==> src/sv/lfu_page_replacement_defines.svh <==
// Assertion macros used by the LFU page replacement sequencer (lfup_ctrl).
`ifndef LFU_PAGE_REPLACEMENT_DEFINES_SVH
`define LFU_PAGE_REPLACEMENT_DEFINES_SVH

// Same-cycle implication, checked on aclk and disabled while in reset.
`define LFUP_ASSERT_IMPL(label, ante, cons, msg) \
    label: assert property (@(posedge aclk) disable iff (!aresetn) (ante) |-> (cons)) \
        else $error(msg);

// Next-cycle implication, checked on aclk and disabled while in reset.
`define LFUP_ASSERT_NEXT(label, ante, cons, msg) \
    label: assert property (@(posedge aclk) disable iff (!aresetn) (ante) |=> (cons)) \
        else $error(msg);

`endif

==> src/sv/lfup_pkg.sv <==
// Package with the shared constants and types of the LFU page replacement block.
package lfup_pkg;

    // Fixed port field widths.
    localparam int PAGE_IN_W   = 8;
    localparam int FRAME_IDX_W = 3;
    localparam int FAULT_W     = 16;
    localparam int CFG_W       = 4;
    localparam int S_TDATA_W   = 8;
    localparam int M_TDATA_W   = 32;

    localparam logic [CFG_W-1:0]   CFG_RESET = 4'd8;
    localparam logic [FAULT_W-1:0] FAULT_MAX = 16'hFFFF;

    // Parameter defaults.
    localparam int DEF_NUM_FRAMES = 8;
    localparam int DEF_PAGE_BITS  = 8;
    localparam int DEF_COUNT_BITS = 16;

    // One result, packed with the hit flag in the lowest bit.
    typedef struct packed {
        logic [FAULT_W-1:0]     fault_total;
        logic [PAGE_IN_W-1:0]   evicted_page;
        logic                   evicted_valid;
        logic [FRAME_IDX_W-1:0] frame_index;
        logic                   hit;
    } lfup_result_t;

    localparam int RESULT_W = $bits(lfup_result_t);

endpackage

==> src/sv/lfup_table.sv <==
// Frame table memory holding each frame's page number and use count.
module lfup_table
    import lfup_pkg::*;
#(
    parameter int NUM_FRAMES = DEF_NUM_FRAMES,
    parameter int PAGE_BITS  = DEF_PAGE_BITS,
    parameter int COUNT_BITS = DEF_COUNT_BITS,
    parameter int IDX_W      = (NUM_FRAMES > 1) ? $clog2(NUM_FRAMES) : 1
) (
    input  logic                  aclk,
    input  logic                  rd_en,
    input  logic [IDX_W-1:0]      rd_addr,
    output logic [PAGE_BITS-1:0]  rd_page,
    output logic [COUNT_BITS-1:0] rd_count,
    input  logic                  wr_en,
    input  logic [IDX_W-1:0]      wr_addr,
    input  logic [PAGE_BITS-1:0]  wr_page,
    input  logic [COUNT_BITS-1:0] wr_count
);

    logic [PAGE_BITS-1:0]  page_mem  [NUM_FRAMES];
    logic [COUNT_BITS-1:0] count_mem [NUM_FRAMES];

    // Write port.
    always_ff @(posedge aclk) begin
        if (wr_en) begin
            page_mem[wr_addr]  <= wr_page;
            count_mem[wr_addr] <= wr_count;
        end
    end

    // Registered read port; the data follows in the next cycle.
    always_ff @(posedge aclk) begin
        if (rd_en) begin
            rd_page  <= page_mem[rd_addr];
            rd_count <= count_mem[rd_addr];
        end
    end

endmodule

==> src/sv/lfup_ctrl.sv <==
// Sequencer that scans the frame table, picks the frame and writes it back.
`include "lfu_page_replacement_defines.svh"

module lfup_ctrl
    import lfup_pkg::*;
#(
    parameter int NUM_FRAMES = DEF_NUM_FRAMES,
    parameter int PAGE_BITS  = DEF_PAGE_BITS,
    parameter int COUNT_BITS = DEF_COUNT_BITS,
    parameter int IDX_W      = (NUM_FRAMES > 1) ? $clog2(NUM_FRAMES) : 1
) (
    input  logic                  aclk,
    input  logic                  aresetn,
    input  logic [CFG_W-1:0]      frames_in_use,
    // Request side.
    input  logic                  req_valid,
    output logic                  req_ready,
    input  logic [PAGE_IN_W-1:0]  req_page,
    // Result side.
    output logic                  res_valid,
    input  logic                  res_ready,
    output lfup_result_t          res,
    // Frame table ports.
    output logic                  rd_en,
    output logic [IDX_W-1:0]      rd_addr,
    input  logic [PAGE_BITS-1:0]  rd_page,
    input  logic [COUNT_BITS-1:0] rd_count,
    output logic                  wr_en,
    output logic [IDX_W-1:0]      wr_addr,
    output logic [PAGE_BITS-1:0]  wr_page,
    output logic [COUNT_BITS-1:0] wr_count
);

    typedef enum logic [1:0] {ST_IDLE, ST_SCAN, ST_WRITE} state_t;

    state_t                st_reg, st_next;
    logic [IDX_W-1:0]      idx_reg, idx_next;
    logic [IDX_W-1:0]      last_reg, last_next;
    logic [PAGE_BITS-1:0]  page_reg, page_next;
    logic [NUM_FRAMES-1:0] valid_reg, valid_next;
    logic                  hit_found_reg, hit_found_next;
    logic [IDX_W-1:0]      hit_idx_reg, hit_idx_next;
    logic [COUNT_BITS-1:0] hit_cnt_reg, hit_cnt_next;
    logic                  empty_found_reg, empty_found_next;
    logic [IDX_W-1:0]      empty_idx_reg, empty_idx_next;
    logic [IDX_W-1:0]      min_idx_reg, min_idx_next;
    logic [COUNT_BITS-1:0] min_cnt_reg, min_cnt_next;
    logic [PAGE_BITS-1:0]  min_page_reg, min_page_next;
    logic [FAULT_W-1:0]    fault_reg, fault_next;

    logic [PAGE_BITS-1:0]  page_in;
    logic [7:0]            cfg_ext;
    logic [IDX_W-1:0]      last_cfg;
    logic                  accept;
    logic                  cur_valid;
    logic                  cur_match;
    logic [IDX_W-1:0]      slot;
    logic                  evict;
    logic [FAULT_W-1:0]    fault_upd;
    logic [PAGE_BITS-1:0]  ev_page;

    // Fit the request page to the stored page width.
    for (genvar i = 0; i < PAGE_BITS; i++) begin : g_page_in
        if (i < PAGE_IN_W) begin : g_bit
            assign page_in[i] = req_page[i];
        end else begin : g_zero
            assign page_in[i] = 1'b0;
        end
    end

    // Highest active frame index, with the configured count clamped to 1..NUM_FRAMES.
    assign cfg_ext = {{(8 - CFG_W){1'b0}}, frames_in_use};
    always_comb begin
        if (cfg_ext == 8'd0) begin
            last_cfg = '0;
        end else if (cfg_ext > 8'(NUM_FRAMES)) begin
            last_cfg = IDX_W'(NUM_FRAMES - 1);
        end else begin
            last_cfg = IDX_W'(cfg_ext - 8'd1);
        end
    end

    assign req_ready = (st_reg == ST_IDLE);
    assign accept    = req_valid && req_ready;

    // Table reads: frame 0 on accept, then one frame ahead of the scan.
    assign rd_en   = accept || ((st_reg == ST_SCAN) && (idx_reg != last_reg));
    assign rd_addr = (st_reg == ST_SCAN) ? idx_reg + IDX_W'(1) : '0;

    // Entry whose table data is arriving this cycle.
    assign cur_valid = valid_reg[idx_reg];
    assign cur_match = cur_valid && (rd_page == page_reg);

    // Frame choice once the scan is done.
    assign evict   = !hit_found_reg && !empty_found_reg;
    assign slot    = hit_found_reg ? hit_idx_reg :
                     (empty_found_reg ? empty_idx_reg : min_idx_reg);
    assign ev_page = evict ? min_page_reg : '0;
    assign fault_upd = (!hit_found_reg && (fault_reg != FAULT_MAX)) ?
                       fault_reg + FAULT_W'(1) : fault_reg;

    // Write-back of the chosen frame.
    assign res_valid = (st_reg == ST_WRITE);
    assign wr_en     = res_valid && res_ready;
    assign wr_addr   = slot;
    assign wr_page   = page_reg;
    always_comb begin
        if (!hit_found_reg) begin
            wr_count = COUNT_BITS'(1);
        end else if (hit_cnt_reg == '1) begin
            wr_count = hit_cnt_reg;
        end else begin
            wr_count = hit_cnt_reg + COUNT_BITS'(1);
        end
    end

    // Result fields at their port widths.
    assign res.hit           = hit_found_reg;
    assign res.evicted_valid = evict;
    assign res.fault_total   = fault_upd;
    for (genvar i = 0; i < FRAME_IDX_W; i++) begin : g_res_idx
        if (i < IDX_W) begin : g_bit
            assign res.frame_index[i] = slot[i];
        end else begin : g_zero
            assign res.frame_index[i] = 1'b0;
        end
    end
    for (genvar i = 0; i < PAGE_IN_W; i++) begin : g_res_page
        if (i < PAGE_BITS) begin : g_bit
            assign res.evicted_page[i] = ev_page[i];
        end else begin : g_zero
            assign res.evicted_page[i] = 1'b0;
        end
    end

    // Next-state logic of the sequencer and the scan trackers.
    always_comb begin
        st_next          = st_reg;
        idx_next         = idx_reg;
        last_next        = last_reg;
        page_next        = page_reg;
        valid_next       = valid_reg;
        hit_found_next   = hit_found_reg;
        hit_idx_next     = hit_idx_reg;
        hit_cnt_next     = hit_cnt_reg;
        empty_found_next = empty_found_reg;
        empty_idx_next   = empty_idx_reg;
        min_idx_next     = min_idx_reg;
        min_cnt_next     = min_cnt_reg;
        min_page_next    = min_page_reg;
        fault_next       = fault_reg;
        case (st_reg)
            ST_IDLE: begin
                if (accept) begin
                    st_next          = ST_SCAN;
                    idx_next         = '0;
                    last_next        = last_cfg;
                    page_next        = page_in;
                    hit_found_next   = 1'b0;
                    empty_found_next = 1'b0;
                end
            end
            ST_SCAN: begin
                if (!hit_found_reg && cur_match) begin
                    hit_found_next = 1'b1;
                    hit_idx_next   = idx_reg;
                    hit_cnt_next   = rd_count;
                end
                if (!empty_found_reg && !cur_valid) begin
                    empty_found_next = 1'b1;
                    empty_idx_next   = idx_reg;
                end
                if ((idx_reg == '0) || (rd_count < min_cnt_reg)) begin
                    min_idx_next  = idx_reg;
                    min_cnt_next  = rd_count;
                    min_page_next = rd_page;
                end
                if (idx_reg == last_reg) begin
                    st_next = ST_WRITE;
                end else begin
                    idx_next = idx_reg + IDX_W'(1);
                end
            end
            ST_WRITE: begin
                if (res_ready) begin
                    st_next          = ST_IDLE;
                    valid_next[slot] = 1'b1;
                    fault_next       = fault_upd;
                end
            end
            default: begin
                st_next = ST_IDLE;
            end
        endcase
    end

    // State and registered values.
    always_ff @(posedge aclk) begin
        if (!aresetn) begin
            st_reg    <= ST_IDLE;
            valid_reg <= '0;
            fault_reg <= '0;
        end else begin
            st_reg    <= st_next;
            valid_reg <= valid_next;
            fault_reg <= fault_next;
        end
        idx_reg         <= idx_next;
        last_reg        <= last_next;
        page_reg        <= page_next;
        hit_found_reg   <= hit_found_next;
        hit_idx_reg     <= hit_idx_next;
        hit_cnt_reg     <= hit_cnt_next;
        empty_found_reg <= empty_found_next;
        empty_idx_reg   <= empty_idx_next;
        min_idx_reg     <= min_idx_next;
        min_cnt_reg     <= min_cnt_next;
        min_page_reg    <= min_page_next;
    end

    // The frame just written back is marked resident.
    `LFUP_ASSERT_NEXT(a_slot_valid, wr_en, valid_reg[$past(wr_addr)], "written frame not valid")
    // The fault total never goes down outside reset.
    `LFUP_ASSERT_NEXT(a_fault_mono, 1'b1, fault_reg >= $past(fault_reg), "fault total dropped")
    // The scan never runs past the last active frame.
    `LFUP_ASSERT_IMPL(a_scan_range, st_reg == ST_SCAN, idx_reg <= last_reg, "scan out of range")

endmodule

==> src/sv/lfu_page_replacement.sv <==
// A new request is taken only once the previous one has been written back; the table is
// read one frame per cycle through its single read port, then the chosen frame is written back.
// A new request is taken while the previous result still waits in the output register.
// Reset clears all frames to empty, the fault total to zero and frames_in_use to 8.
// Top level of the LFU page replacement block.
module lfu_page_replacement
    import lfup_pkg::*;
#(
    parameter int NUM_FRAMES = DEF_NUM_FRAMES,
    parameter int PAGE_BITS  = DEF_PAGE_BITS,
    parameter int COUNT_BITS = DEF_COUNT_BITS
) (
    input  logic                 aclk,
    input  logic                 aresetn,
    input  logic                 cfg_wr_en,
    input  logic [CFG_W-1:0]     cfg_wr_data,  // frames_in_use
    input  logic                 s_tvalid,
    output logic                 s_tready,
    input  logic [S_TDATA_W-1:0] s_tdata,      // [7:0] page
    output logic                 m_tvalid,
    input  logic                 m_tready,
    // [0] hit, [3:1] frame_index, [4] evicted_valid, [12:5] evicted_page,
    // [28:13] fault_total, [31:29] zero
    output logic [M_TDATA_W-1:0] m_tdata
);

    localparam int IDX_W = (NUM_FRAMES > 1) ? $clog2(NUM_FRAMES) : 1;

    logic [CFG_W-1:0]      frames_reg;
    logic                  m_valid_reg;
    lfup_result_t          m_res_reg;
    logic                  res_valid;
    logic                  res_ready;
    lfup_result_t          res;
    logic                  rd_en;
    logic [IDX_W-1:0]      rd_addr;
    logic [PAGE_BITS-1:0]  rd_page;
    logic [COUNT_BITS-1:0] rd_count;
    logic                  wr_en;
    logic [IDX_W-1:0]      wr_addr;
    logic [PAGE_BITS-1:0]  wr_page;
    logic [COUNT_BITS-1:0] wr_count;

    // Frame count register.
    always_ff @(posedge aclk) begin
        if (!aresetn) begin
            frames_reg <= CFG_RESET;
        end else if (cfg_wr_en) begin
            frames_reg <= cfg_wr_data;
        end
    end

    lfup_ctrl #(
        .NUM_FRAMES (NUM_FRAMES),
        .PAGE_BITS  (PAGE_BITS),
        .COUNT_BITS (COUNT_BITS),
        .IDX_W      (IDX_W)
    ) u_ctrl (
        .aclk          (aclk),
        .aresetn       (aresetn),
        .frames_in_use (frames_reg),
        .req_valid     (s_tvalid),
        .req_ready     (s_tready),
        .req_page      (s_tdata[PAGE_IN_W-1:0]),
        .res_valid     (res_valid),
        .res_ready     (res_ready),
        .res           (res),
        .rd_en         (rd_en),
        .rd_addr       (rd_addr),
        .rd_page       (rd_page),
        .rd_count      (rd_count),
        .wr_en         (wr_en),
        .wr_addr       (wr_addr),
        .wr_page       (wr_page),
        .wr_count      (wr_count)
    );

    lfup_table #(
        .NUM_FRAMES (NUM_FRAMES),
        .PAGE_BITS  (PAGE_BITS),
        .COUNT_BITS (COUNT_BITS),
        .IDX_W      (IDX_W)
    ) u_table (
        .aclk     (aclk),
        .rd_en    (rd_en),
        .rd_addr  (rd_addr),
        .rd_page  (rd_page),
        .rd_count (rd_count),
        .wr_en    (wr_en),
        .wr_addr  (wr_addr),
        .wr_page  (wr_page),
        .wr_count (wr_count)
    );

    // Output register; it takes a new result when empty or being drained.
    assign res_ready = !m_valid_reg || m_tready;

    always_ff @(posedge aclk) begin
        if (!aresetn) begin
            m_valid_reg <= 1'b0;
        end else if (res_valid && res_ready) begin
            m_valid_reg <= 1'b1;
        end else if (m_tready) begin
            m_valid_reg <= 1'b0;
        end
        if (res_valid && res_ready) begin
            m_res_reg <= res;
        end
    end

    assign m_tvalid = m_valid_reg;
    assign m_tdata  = {{(M_TDATA_W - RESULT_W){1'b0}}, m_res_reg};

endmodule
==> config.mk <==
export PLATFORM = sky130hd
export DESIGN_NAME = lfu_page_replacement
export DESIGN_NICKNAME = d
export VERILOG_FILES = /design/src/sv/lfup_pkg.sv /design/src/sv/lfup_table.sv /design/src/sv/lfup_ctrl.sv /design/src/sv/lfu_page_replacement.sv
export VERILOG_INCLUDE_DIRS = /design/src /design/src/sv
export SDC_FILE = /design/constraint.sdc
export NUM_CORES = 1
export LEC_CHECK = 0
export ABC_CLOCK_PERIOD_IN_PS = 3600
export BUFFER_PORTS_ARGS = -buffer_cell sky130_fd_sc_hd__buf_2
export CAP_MARGIN = 20
export CORE_MARGIN = 10
export CORE_UTILIZATION = 45
export CTS_CLUSTER_DIAMETER = 50
export DETAILED_ROUTE_END_ITERATION = 6
export GPL_ROUTABILITY_DRIVEN = 0
export SETUP_SLACK_MARGIN = 0.02
export SYNTH_ARGS = -nofsm -noshare
export SYNTH_HDL_FRONTEND = slang
export SYNTH_SLANG_ARGS = --single-unit
==> constraint.sdc <==
create_clock -name aclk -period 3.6 [get_ports aclk]
set_clock_uncertainty 0.1 [all_clocks]
set_input_delay 0.18 -clock aclk [delete_from_list [all_inputs] [get_ports aclk]]
set_output_delay 0.18 -clock aclk [all_outputs]
set_load 0.01 [all_outputs]
Word level (Yosys, flattened, before mapping)
Memories as Yosys holds them, arrays and structs flattened. A register that Yosys moved wholly into a read port is not among the register bits.
Cells that the tools add are included.
W data, S select, Z words.
{"block": "word_totals", "regBits": 125, "latch_bits": 0, "mem_bits_rw": 192, "romBits": 0, "inputBits": 17, "output_inout_bits": 34, "mem_count": 2}
{"block": "classes", "add_sub_neg": 4, "mul": 0, "div": 0, "n_lt_le_gt_ge": 5, "eq_ne": 13, "shift": 0, "n_mux": 27, "bitwise": 1, "n_reduce_logical": 30}
{"name": "u_table.count_mem", "words": 8, "width": 16, "read_ports": 1, "rd_clocked_by_memory_dff": 1, "write_ports": 1, "line": "lfup_table.sv:22", "source": "logic [COUNT_BITS-1:0] count_mem [NUM_FRAMES];"}
{"name": "u_table.page_mem", "words": 8, "width": 8, "read_ports": 1, "rd_clocked_by_memory_dff": 1, "write_ports": 1, "line": "lfup_table.sv:21", "source": "logic [PAGE_BITS-1:0] page_mem [NUM_FRAMES];"}
{"op": "$mux W16", "count": 3}
{"op": "$add A16 B1 Y16 const B", "count": 2}
{"op": "$mux W3", "count": 6}
{"op": "$eq A16 B16 Y1 const B", "count": 1}
{"op": "$lt A16 B16 Y1", "count": 1}
{"op": "$ne A16 B16 Y1 const B", "count": 1}
{"op": "$ne A2 B2 Y1 const B", "count": 6}
{"op": "$reduce_and A3 Y1", "count": 4}
{"op": "$reduce_and A2 Y1", "count": 5}
{"op": "$logic_and A1 B1 Y1", "count": 9}
{"op": "$mux W1", "count": 9}
{"op": "$eq A8 B8 Y1", "count": 1}
{"op": "$logic_not A8 Y1", "count": 1}
{"op": "$lt A3 B4 Y1 const B", "count": 2}
{"op": "$or A8 B8 Y8", "count": 1}
{"op": "$mux W2", "count": 3}
{"op": "$pmux W2 S3", "count": 1}
{"op": "$pmux W3 S2", "count": 1}
{"op": "$gt A4 B4 Y1 const B", "count": 1}
{"op": "$logic_not A1 Y1", "count": 4}
{"op": "$pmux W1 S2", "count": 2}
{"op": "$reduce_bool A2 Y1", "count": 2}
{"op": "$add A3 B1 Y3 const B", "count": 1}
{"op": "$bmux W1 S3", "count": 1}
{"op": "10 further kinds", "count": 12}

Depth between registers and ports, before layout
{"block": "depth", "ltp_word": 7, "depth_mapped": 10}

Cells and area by module
From an unflattened synthesis, not the netlist that was laid out.
{"block": "hier_totals", "cells_unflattened": 808, "area_unflattened_um2": 13842.0}
{"mod": "lfup_table", "instances": 1, "cells_per_inst": 314, "area_each_um2": 8039.0, "seq_area_each_um2": 6486.2}
{"mod": "lfup_ctrl", "instances": 1, "cells_per_inst": 443, "area_each_um2": 4700.8, "seq_area_each_um2": 2472.4}
{"mod": "lfu_page_replacement", "instances": 1, "cells_per_inst": 51, "area_each_um2": 1102.3, "seq_area_each_um2": 970.9}

Worst setup path after synthesis
OpenSTA, ideal clock, no wires.
{"block": "synth_path", "kind": "reg-to-reg", "start": "reg u_ctrl.idx_reg[0]", "end": "reg u_ctrl.min_cnt_reg[0], enable pin", "setup_ns": 0.428, "arrival_ns": 2.964, "required_ns": 3.072, "path_slack_ns": 0.108, "stages_incl_launch_ff": 9, "path_cell_list": "edfxtp_1 > buf_2 > clkbuf_1 > clkbuf_1 > inv_1 > ha_1 > nor2b_1 > nor2b_1 > a31oi_1"}
{"block": "synth_via", "elab_chain_len": 3}
{"item": "from (decl)", "line": "lfup_ctrl.sv:37", "source": "logic [IDX_W-1:0] idx_reg, idx_next;"}
{"item": "from (signal assigned)", "line": "lfup_ctrl.sv:208", "source": "idx_reg <= idx_next;"}
{"item": "$logic_not A3 Y1", "line": "lfup_ctrl.sv:173", "source": "if ((idx_reg == '0) || (rd_count < min_cnt_reg)) begin"}
{"item": "$logic_or A1 B1 Y1", "line": "lfup_ctrl.sv:173"}
{"item": "$reduce_and A2 Y1 (no source line)"}
{"item": "to (signal assigned)", "line": "lfup_ctrl.sv:217", "source": "min_cnt_reg <= min_cnt_next;"}
{"item": "to (decl)", "line": "lfup_ctrl.sv:47", "source": "logic [COUNT_BITS-1:0] min_cnt_reg, min_cnt_next;"}
Every way passes these cells.
A chain may end at the register's enable or synchronous reset.

Worst setup path in the final report
{"block": "layout_path", "start": "reg u_table.rd_count[2], read port of u_table.count_mem", "end": "reg u_ctrl.min_cnt_reg[6], enable pin"}
{"block": "layout_via", "elab_chain_len": 3}
{"item": "from (decl)", "line": "lfup_table.sv:14", "source": "output logic [COUNT_BITS-1:0] rd_count,"}
{"item": "$lt A16 B16 Y1", "line": "lfup_ctrl.sv:173"}
{"item": "$logic_or A1 B1 Y1", "line": "lfup_ctrl.sv:173"}
{"item": "$reduce_and A2 Y1 (no source line)"}
Every way passes these cells.

==> flow_metrics.py <==
metrics = {
    "run_status": {
        "status": "finished clean",
    },
    "synth": {
        "synth_area_leader_cell": "edfxtp_1",
        "synth_edf_count": 310,
        "synthCells": 839,
        "synth_area_per_cell_um2": 16.2,
        "synth.distinct_cells": 59,
        "synth-seq-cells": 341,
        "synthFlopType": "edfxtp_1",
        "synth_warnings": 0,
        "syn-cell-area_um2": 13600,
        "yosysSeqAreaShare_pct": 72.9,
        "synth_top_area_share_pct": 68.3,
        "synth.area.top_cells": "edfxtp_1 (68%), dfxtp_1 (4.6%), mux4_2 (4.3%)",
        "ys_async_sr_fraction_pct": 0,
    },
    "final_layout": {
        "final_nets": 964,
        "diodes": 0,
        "syn_to_final_growth_pct": 16.1,
        "top_register": "u_table.count_mem",
        "nFillCells": 2385,
        "largest_reg_flops": 128,
        "drive_gt1_share_pct": 18.1,
    },
    "route": {
        "drt_pass1_iterations": 5,
        "postRouteAntennaNets": 0,
        "wl_um": 28000,
        "routedWlPerCell_um": 20.8,
        "via_count": 7328,
        "via_per_inst": 5.45,
        "drc": 0,
        "drt_iter0_drc": 564,
    },
    "sta": {
        "fmax_mhz": 348,
        "slew_viol_final": 0,
        "slew_headroom_pct": 30.1,
        "max_slew.worst_pin.slew_ps": 1050,
        "post-route-period-util_pct": 79.9,
        "fin_hold_ws_ps": 252,
        "fin_setup_tns_ps": 0,
        "layout_min_cycle_time_ps": 2880,
        "finalSetupViolCount": 0,
        "rsz0062_at_grt": "false",
        "hold_viol_final": 0,
    },
    "clocking": {
        "cts_tree": "done",
        "clock-sinks": 341,
        "clock_path_buffers": 3,
        "cts_resized": 0,
        "cts_root_buffer": "clkbuf_16",
        "cts.htree.levels": 2,
        "clk_latency_ps": 540,
        "clk_pin_slew_worst_paths_ps": 60,
        "cts_made_buffers": 40,
    },
    "worst_hold_path": {
        "hp-class": "input pin to register",
    },
    "floorplanning": {
        "die_w_um": 194,
        "pin_count": 51,
        "die_h_um": 194,
        "initial_core_util_pct": 45.8,
        "rows": 63,
        "core_um2": 29700,
        "dieArea_um2": 37600,
    },
    "power_and_ir_drop": {
        "p_switching_mw": 2.11,
        "power_frac_comb_pct": 8.1,
        "p_leak_nw": 5.29,
        "worst_ir_drop_vdd_uv": 494,
        "sw_frac_of_total_pct": 23.2,
        "power_frac_seq_pct": 51.0,
        "p_clk_share_pct": 40.9,
        "intPower_mw": 7.00,
        "powerDensity_nw_per_um2": 576,
    },
    "grt": {
        "grt_pass1_wl_um": 44300,
        "grt_max_degree": 74,
        "grt-ovfl-total": 0,
        "antenna_found_initial": 0,
        "grt_pass1_vias": 7502,
        "track_usage_pct": 14.7,
    },
    "placed_design": {
        "port_buffers": 47,
        "dp_hpwl_um": 16500,
    },
    "setup_path": {
        "path_class": "register to register",
        "crit_path_start_kind": "register",
        "crit_required_ps": 3630,
        "critical_path_arrival_ps": 2910,
        "worst-path-max-fanout": 27,
        "cp-end-kind": "register",
    },
    "flow_run": {
        "maxCapViolations": 0,
    },
}
-- cell families (layout without fill, tap and decap cells) --
group / count (synthesis) / in the layout / synth area share (%)
fa+ha+maj: 22 / 22 / 1.98
mux: 38 / 38 / 5.19
xor+xnor: 49 / 49 / 3.21
flops: 341 / 341 / 72.9
buf+inv: 73 / 186 / 2.31
compound gates: 140 / 140 / 7.37
other cells: 1 / 3 / 0.0275
simple gates: 175 / 175 / 7.02
-- synthesized netlist by cell type, drive strengths merged (13+ instances only) --
master and n:
o21a 32, ha 20, o21ai 13, nand4 16, dfxtp 31, nor3 17
inv 29, o221ai 24, edfxtp 310, mux4 26, xnor2 21, nand2 32
o211ai 24, nor2 52, clkbuf 24, xor2 28, o22ai 24, buf 19
-- through the flow --
step | utilization [%] | cell area, µm² | setup slack [ps] | power (mW) | instances
2_1_floorplan | - | 13600 | 108 | 5.19 | 841
3_3_place_gp | 48.4 | 14400 | 676 | 5.46 | 1254
3_5_place_dp | 48.4 | 14400 | 651 | 5.47 | 1254
4_1_cts | 53.2 | 15800 | 635 | 9.22 | 1343
5_1_grt | 53.2 | 15800 | 482 | 9.47 | 1344
6_report | 53.2 | 15800 | 725 | 9.12 | 1344
-- worst max-delay path: stages, from the launching register on --
cell and delay, ps:
edfxtp_1 410, ha_1 330, a211oi_1 220, o21ai_0 110, a41oi_1 240, o21ai_0 200, a31oi_4 890
-- worst paths after layout --
| check | cells after the start | to | slack [ps] | startpoint |
|---|---|---|---|---|
| min reg2reg | 1 | u_ctrl.valid_reg[5] | 370 | u_ctrl.valid_reg[5] |
| max | 6 | u_ctrl.min_cnt_reg[6] | 720 | u_table.rd_count[2] |
| min | 2 | u_ctrl.wr_page[7] | 250 | s_tdata[7] |
| max reg2reg | 6 | u_ctrl.min_cnt_reg[6] | 720 | u_table.rd_count[2] |
-- cells in the final DEF (no fill, tap or decap), drive strengths merged, types with 4 or more instances in the layout --
master       instances
dfxtp               31
nand2               32
nand2b              11
inv                 31
xor2                28
and4                 6
clkinv              15
a21oi                8
nor2b                4
mux4                26
o22ai               24
o211ai              24
ha                  20
or2                  4
xnor2               21
o21a                32
nand3                7
mux2i               11
o221ai              24
nand4               16
nor4                 4
nor2                52
a21o                 4
nor3                17
buf                 67
dlygate4sd3         20
and2                10
o21ai               13
edfxtp             310
clkbuf              49
-- layer usage --
layer	global-route usage (%)	up-vias	wire length, µm
met5	0	-	0
met4	3.72	0	470
met3	2.56	36	1260
met2	23.0	174	12900
met1	20.8	3684	13300
li1	-	3434	-
-- area by class of cell --
| type | count | area, µm² | share of cell area, % |
|---|---|---|---|
| timing repair buffer | 87 | 631 | 3.99 |
| clock inverter | 20 | 171 | 1.08 |
| inverter | 30 | 113 | 0.712 |
| clock buffer | 49 | 1060 | 6.68 |
| multi-input combinational | 427 | 3430 | 21.7 |
| tap | 390 | 488 | 3.09 |
| sequential | 341 | 9930 | 62.8 |
-- power by group through the flow --
stage          Combinational, mW  Clock, mW  Sequential (mW)
2_1_floorplan              0.514          0             4.68
3_3_place_gp               0.729          0             4.73
3_5_place_dp               0.734          0             4.73
4_1_cts                    0.755       3.81             4.65
5_1_grt                    0.831       3.97             4.67
6_report                   0.742       3.72             4.65
-- repair_timing --
action | CTS | global route
endpoints found under the hold margin | 27 | 0
hold buffers | 20 | 0
setup buffers | 0 | 0
Note: power is estimated with default switching activity, not from simulation.
